==> config.mk <==
export PLATFORM = sky130hd
export DESIGN_NAME = wvts_ring_mem
export DESIGN_NICKNAME = d
export VERILOG_FILES = /design/src/rtl/core/wvts_pkg.sv /design/src/rtl/core/wvts_ring_mem.sv
export SDC_FILE = /design/constraint.sdc
export NUM_CORES = 2
export LEC_CHECK = 0
export BUFFER_PORTS_ARGS = -buffer_cell sky130_fd_sc_hd__buf_2
export CORE_AREA = 2 2 441 443
export DETAILED_ROUTE_END_ITERATION = 10
export DIE_AREA = 0 0 443 445
export PLACE_DENSITY = 0.59
export SETUP_SLACK_MARGIN = 0.1
export SLEW_MARGIN = 40
export SYNTH_ARGS = -nofsm -noshare
export SYNTH_HDL_FRONTEND = slang
export SYNTH_SLANG_ARGS = --single-unit
==> constraint.sdc <==
create_clock -name clk -period 1.8 [get_ports clk]
set_input_delay 0.36 -clock clk [delete_from_list [all_inputs] [get_ports clk]]
set_output_delay 0.36 -clock clk [all_outputs]
set_load 0.1 [all_outputs]
==> src/rtl/core/wvts_pkg.sv <==
package wvts_pkg;

	localparam int WINDOW_DEPTH = 16;
	localparam int SLOT_W       = $clog2(WINDOW_DEPTH);
	localparam int SAMPLE_W     = 32;
	localparam int LANES        = 3;
	localparam int WORD_W       = SAMPLE_W * LANES;
	localparam int RING_W       = SAMPLE_W + SLOT_W;
	localparam int TOTAL_W      = 38;
	localparam int CONF_W       = 16;
	localparam int CFG_W        = 38;
	localparam int CFG_IDX_W    = 2;
	localparam int TOT_CALC_W   = (RING_W + 2 > TOTAL_W) ? RING_W + 2 : TOTAL_W;

	localparam logic [CFG_IDX_W-1:0] REG_LIMIT = CFG_IDX_W'(0);
	localparam logic [CFG_IDX_W-1:0] REG_BASE  = CFG_IDX_W'(1);
	localparam logic [CFG_IDX_W-1:0] REG_TIGHT = CFG_IDX_W'(2);

	typedef logic [SLOT_W-1:0]   slot_t;
	typedef logic [WORD_W-1:0]   word_t;
	typedef logic [SAMPLE_W-1:0] sample_t;
	typedef logic [RING_W-1:0]   ring_sum_t;

	typedef struct packed {
		logic  rd_a_en;
		slot_t rd_a_addr;
		logic  rd_b_en;
		slot_t rd_b_addr;
		logic  wr_en;
		slot_t wr_addr;
	} mem_req_t;

	function automatic sample_t abs_diff(sample_t a, sample_t b);
		logic [SAMPLE_W:0] d;
		d = {a[SAMPLE_W-1], a} - {b[SAMPLE_W-1], b};
		if (d[SAMPLE_W]) begin
			d = -d;
		end
		return d[SAMPLE_W-1:0];
	endfunction

	function automatic slot_t slot_prev(slot_t s);
		return (s == slot_t'(0)) ? slot_t'(WINDOW_DEPTH - 1) : s - slot_t'(1);
	endfunction

	function automatic slot_t slot_next(slot_t s);
		return (s == slot_t'(WINDOW_DEPTH - 1)) ? slot_t'(0) : s + slot_t'(1);
	endfunction

endpackage

==> src/rtl/core/wvts_ring_mem.sv <==
module wvts_ring_mem (
	input  logic              clk,
	input  logic              arst_n,
	input  wvts_pkg::mem_req_t req,
	input  wvts_pkg::word_t   wr_data,
	output wvts_pkg::word_t   rd_a_data,
	output wvts_pkg::word_t   rd_b_data
);

	wvts_pkg::word_t                    mem [wvts_pkg::WINDOW_DEPTH];
	logic [wvts_pkg::WINDOW_DEPTH-1:0]  vld_q;
	wvts_pkg::word_t                    rd_a_q;
	wvts_pkg::word_t                    rd_b_q;
	logic                               rd_a_vld_q;
	logic                               rd_b_vld_q;

	// entries never written read as zero
	always_ff @(posedge clk or negedge arst_n) begin
		if (!arst_n) begin
			vld_q      <= '0;
			rd_a_vld_q <= 1'b0;
			rd_b_vld_q <= 1'b0;
		end else begin
			if (req.wr_en) begin
				vld_q[req.wr_addr] <= 1'b1;
			end
			if (req.rd_a_en) begin
				rd_a_vld_q <= vld_q[req.rd_a_addr];
			end
			if (req.rd_b_en) begin
				rd_b_vld_q <= vld_q[req.rd_b_addr];
			end
		end
	end

	always_ff @(posedge clk) begin
		if (req.wr_en) begin
			mem[req.wr_addr] <= wr_data;
		end
		if (req.rd_a_en) begin
			rd_a_q <= mem[req.rd_a_addr];
		end
		if (req.rd_b_en) begin
			rd_b_q <= mem[req.rd_b_addr];
		end
	end

	assign rd_a_data = rd_a_vld_q ? rd_a_q : '0;
	assign rd_b_data = rd_b_vld_q ? rd_b_q : '0;

endmodule

### Word-level counts from Yosys, hierarchy flattened

Memory sizes are Yosys's and may differ from the RTL's. A register that Yosys moved wholly into a read port is not among the register bits.
Index checks and enable logic that the tools add are counted.

| cells by class | value |
|---|---|
| $lt $le $gt $ge | 4 |
| multiplexer cells | 10 |
| bitwise logic cells | 1 |
| reduce and logical (&&, ||, !) cells | 1 |

Operator list:

| kind | number |
|---|---|
| $mux 96 | 2 |
| $or 16x16->16 | 1 |
| $lt 4x5->1 const B | 3 |
| $bmux 1 s4 | 2 |
| $mux 1 | 5 |
| $demux 1 s4 | 1 |
| $ge 4x1->1 const B | 1 |
| $logic_and 1x1->1 | 1 |

| storage, ports and cells | value |
|---|---|
| flip-flop bits (word level) | 18 |
| RAM bits | 1536 |
| input port bits | 113 |
| output and inout port bits | 192 |
| word-level logic and storage cells | 20 |
| memories kept | 1 |

Memory list:

| name | words | bits a word | rd ports | clocked after memory_dff | wr ports | RTL line | text |
|---|---|---|---|---|---|---|---|
| mem | 16 | 96 | 2 | 2 | 1 | wvts_ring_mem.sv:10 | `wvts_pkg::word_t mem [wvts_pkg::WINDOW_DEPTH];` |

### Depth between registers and ports, before layout

| depth | value |
|---|---|
| depth after elaboration | 5 |
| depth in mapped cells | 6 |
| gate-level depth less buffers | 4 |

### Worst setup path before layout

Ideal clock, no wire load.

| path | value |
|---|---|
| path type | input -> register |
| start point | in req[2] (netlist bit) |
| end point | reg vld_q[0] (netlist bit) |
| setup time | 0.106 ns |
| arrival | 8.065 ns |
| required time | 1.694 ns |
| setup slack | -6.371 ns |
| stages | 3 |
| buffers on the path | 0 |
| cell sequence | or3b_2 nor3_1 or2_2 |

| on the way | value |
|---|---|
| cells in the longest elaborated chain, start to end | 5 |
| elaborated cells between the ends (all ways) | 6 |
| those cells by class | 2 x order compare; 2 x mux; 1 x bitwise; 1 x reduce/logical |

Ends and longest elaborated chain:

| element | RTL line | text |
|---|---|---|
| from (decl) | wvts_ring_mem.sv:4 | `input wvts_pkg::mem_req_t req,` |
| $lt 4x5->1 (not written as such) / $ge 4x1->1 (equally long branches) | wvts_ring_mem.sv:25 | `vld_q[req.wr_addr] <= 1'b1;` |
| $logic_and 1x1->1 (not written as such) | wvts_ring_mem.sv:25 |  |
| $mux 1 (not written as such) | wvts_ring_mem.sv:25 |  |
| $demux 1 s4 (*) | wvts_ring_mem.sv:25 |  |
| $or 16x16->16 (no line) (*) | - |  |
| to (signal assigned) | wvts_ring_mem.sv:20 | `vld_q <= '0;` |
| to (signal, indexed assignment) | wvts_ring_mem.sv:25 |  |
| to (decl) | wvts_ring_mem.sv:11 | `logic [wvts_pkg::WINDOW_DEPTH-1:0] vld_q;` |

Every way passes the cells marked *; elsewhere a longest branch is shown, timed or not.
A chain may end at the register's enable or synchronous reset.

### Worst setup path after layout

| path | value |
|---|---|
| start point | reg rd_b_vld_q |
| end point | out rd_b_data[86] |

| on the way | value |
|---|---|
| cells in the longest elaborated chain, start to end | 1 |

Ends and longest elaborated chain:

| element | RTL line | text |
|---|---|---|
| from (decl) | wvts_ring_mem.sv:15 | `logic rd_b_vld_q;` |
| from (signal assigned) | wvts_ring_mem.sv:31 | `rd_b_vld_q <= vld_q[req.rd_b_addr];` |
| $mux 96 | wvts_ring_mem.sv:49 | `assign rd_b_data = rd_b_vld_q ? rd_b_q : '0;` |
| to (decl) | wvts_ring_mem.sv:7 | `output wvts_pkg::word_t rd_b_data` |

Every way passes these cells.

==> impl_metrics.toml <==
[routing]
wl_per_cell_um = 31.8
drc = 0
drt-vias-per-instance = 5.89
drtIter0Drc = 4207
met3RoutedLength_um = 12200
wl_um = 213000
num_vias = 39448
drt_pre_antenna_iters = 6
detail-route-antenna-nets = 0
highest_layer = "met5"
wl_met1_um = 85800
wl_met2_um = 110000

[sta]
clock.fmax_ghz = 0.419
fin_crit_sh_pct = 133
setup_viol = 192
rsz0062_at_grt = "yes"
maxSlewViolCount = 0
fin_skew_ps = 30.7
worst_slack_ps = -588
max_slew_margin_pct = 68.8
hold_viol_final = 0
worst_slew_pin_slew_ps = 467
finalCriticalPeriod_ps = 2390

[grt]
grt_usage_pct = 21.7
grt_max_degree = 44
grt_pass1_wl_um = 306000
grt-ovfl-total = 0
grt_pass1_vias = 42083
antenna_found_initial = 23

[clocking]
path_clk_slew_ps = 60
h-tree-depth = 4
cts-root-buf = "clkbuf_16"
clock_path_buffers = 3
clkLatencyLatePin_ps = 840
cts_tree = "built"
cts.sinks = 1746
cts_buffers = 183

[synth]
ys_top_cells_by_area = "edfxtp_1 68%, mux4_2 28%, and2_1 1.6%"
synth_top_family_by_area = "multiplexers"
synth-compound-area-share_pct = 0
synthDistinctLibCells = 19
synth_area_leader_cell = "edfxtp_1"
muxShareOfSynthArea_pct = 28.5
syn_area_um2 = 76700
yosysMostFrequentCell = "edfxtp_1"
async_reset_ff_share_pct = 1.03
synth_adder_area_share_pct = 0
yosys.area_share.simple_pct = 1.84
yosysWarnings = 0
yosys.area.top_type_share_pct = 67.6
synth_nets = 3302
seq_area_frac_synth_pct = 68.2
synth-xor-area-share_pct = 0
synth-seq-cells = 1746
syn_area_per_cell_um2 = 24.1
netlist_top_cells_count = "1728 x edfxtp_1, 968 x mux4_2, 192 x and2_1, 110 x clkbuf_1, 86 x buf_2"
synthFlopType = "edfxtp_1"
synth_cells = 3189
synth_edf_count = 1728

[cells_and_area]
multiInputGateArea_um2 = 23800
nNetsFinal = 4129
syn_to_final_growth_pct = 27.2
regArea_um2 = 52300
num-fill-cells = 14988
final_util_pct = 50.8
drive_above_1_share_pct = 52.5

[critical_path]
arrival_ps = 2030
max_stage_delay_ps = 520
cp-start-kind = "flop"
crit_family = "flip-flops"
critical_path_class = "flop to output port"
cp-end-kind = "output port"
path_buf_inv = 3
required_ps = 1440
slowest_stage = "dfrtp_4"
cp_max_fo = 9
crit_top_cell = "buf_12"
path_cells = "buf_12 -> clkbuf_16 -> and2_4 -> buf_12"

[outcome]
outcome = "finished, violations left"
violations = "setup timing"

[die]
initial_core_util_pct = 40.0
top_level_ports = 305
core_um2 = 192000
die_area_um2 = 197000
die_x_um = 443
num_rows = 161
die_h_um = 445

[power]
peakVddDrop_uv = 713
p_total_w = 0.105
p_leak_nw = 31.9
pwr_density_cell_nw_per_um2 = 1080

[worst_hold_path]
min-delay-path-class = "input port to flop"

[place]
io_buffers = 304
gp_congestion = 0.808
dp_hpwl_um = 140000

[run]
cap_viol_max_count = 0
[cell type report]
| type | count | share of cell area (%) |
|---|---|---|
| Antenna cell | 5 | 0.0128 |
| Clock buffer | 228 | 4.91 |
| Clock inverter | 108 | 1.06 |
| Multi-Input combinational cell | 1207 | 24.4 |
| Sequential cell | 1746 | 53.6 |
| Tap cell | 2526 | 3.24 |
| Timing Repair Buffer | 878 | 12.7 |
[what timing repair did]
item                                    CTS  global route
setup endpoints to repair               201           211
endpoints found under the hold margin  1563             0
gates resized for setup                 137            42
cloned                                    2             5
hold buffers                             99             0
pin swaps                                 0             6
setup buffers                             4             1
[final timing paths]
kind | depth (start not counted) | to | start | slack [ps]
setup / recovery | 4 | rd_b_data[86] | rd_b_vld_q | -590
max in group asynchronous | 2 | rd_a_vld_q | arst_n | 1270
hold reg to reg | 1 | vld_q[6] | vld_q[6] | 500
setup reg to reg | 2 | rd_a_q[48] | mem[11][48] | 30
hold / removal | 2 | rd_b_q[62] | req[8] | 60
min in group asynchronous | 2 | vld_q[13] | arst_n | 170
[cells by family after synthesis]
kind of cell / Yosys count
buf+inv: 236
flops: 1746
mux: 976
simple gates: 231
[power by group]
| part | switching (W) | internal (W) | total, W |
|---|---|---|---|
| clock network | 0.0159 | 0.0211 | 0.0370 |
| logic | 0.0123 | 0.00895 | 0.0212 |
| registers | 0.000667 | 0.0461 | 0.0467 |
[stage by stage]
step           area [um2]  hold WS (ps)  setup TNS, ps  setup slack, ps  instances
4_1_cts             97400          18.5        -114910             -671       6688
5_1_grt             97600          29.7        -115100             -651       6696
3_5_place_dp        90100           340        -373120             -613       6247
3_3_place_gp        90100           335        -357930             -612       6247
6_report            97600          63.8        -101100             -588       6698
2_1_floorplan       76900          64.4       -1702500            -1800       3189
[placed cells by master, fill, tap and decap left out, types with 28 or more instances in the layout]
cell type	count
and2_1	38
clkbuf_1	43
clkinv_1	44
buf_2	102
clkinv_2	28
and2_4	153
clkbuf_16	188
edfxtp_1	1728
buf_4	208
buf_12	450
mux4_2	968
dlygate4sd3_1	99
[worst register-to-register path, delay by kind of cell (launching register included)]
| kind | cells | cell delay [ps] |
|---|---|---|
| muxes | 2 | 1050 |
| DFF | 1 | 400 |
[per-layer routing]
metal | GRT usage [%] | up-vias
li1 | - | 15944
met4 | 5.64 | 8
met3 | 3.16 | 316
met2 | 37.3 | 1457
met1 | 29.1 | 21723
met5 | 0 | -
[registers in the layout (all words and copies together) (netlist names)]
| name | count |
|---|---|
| rd_a_q | 96 |
| mem | 1536 |
| rd_b_q | 96 |
| vld_q | 16 |
| rd_b_vld_q | 1 |
| rd_a_vld_q | 1 |
No activity file was read; power rests on OpenSTA's default activity.
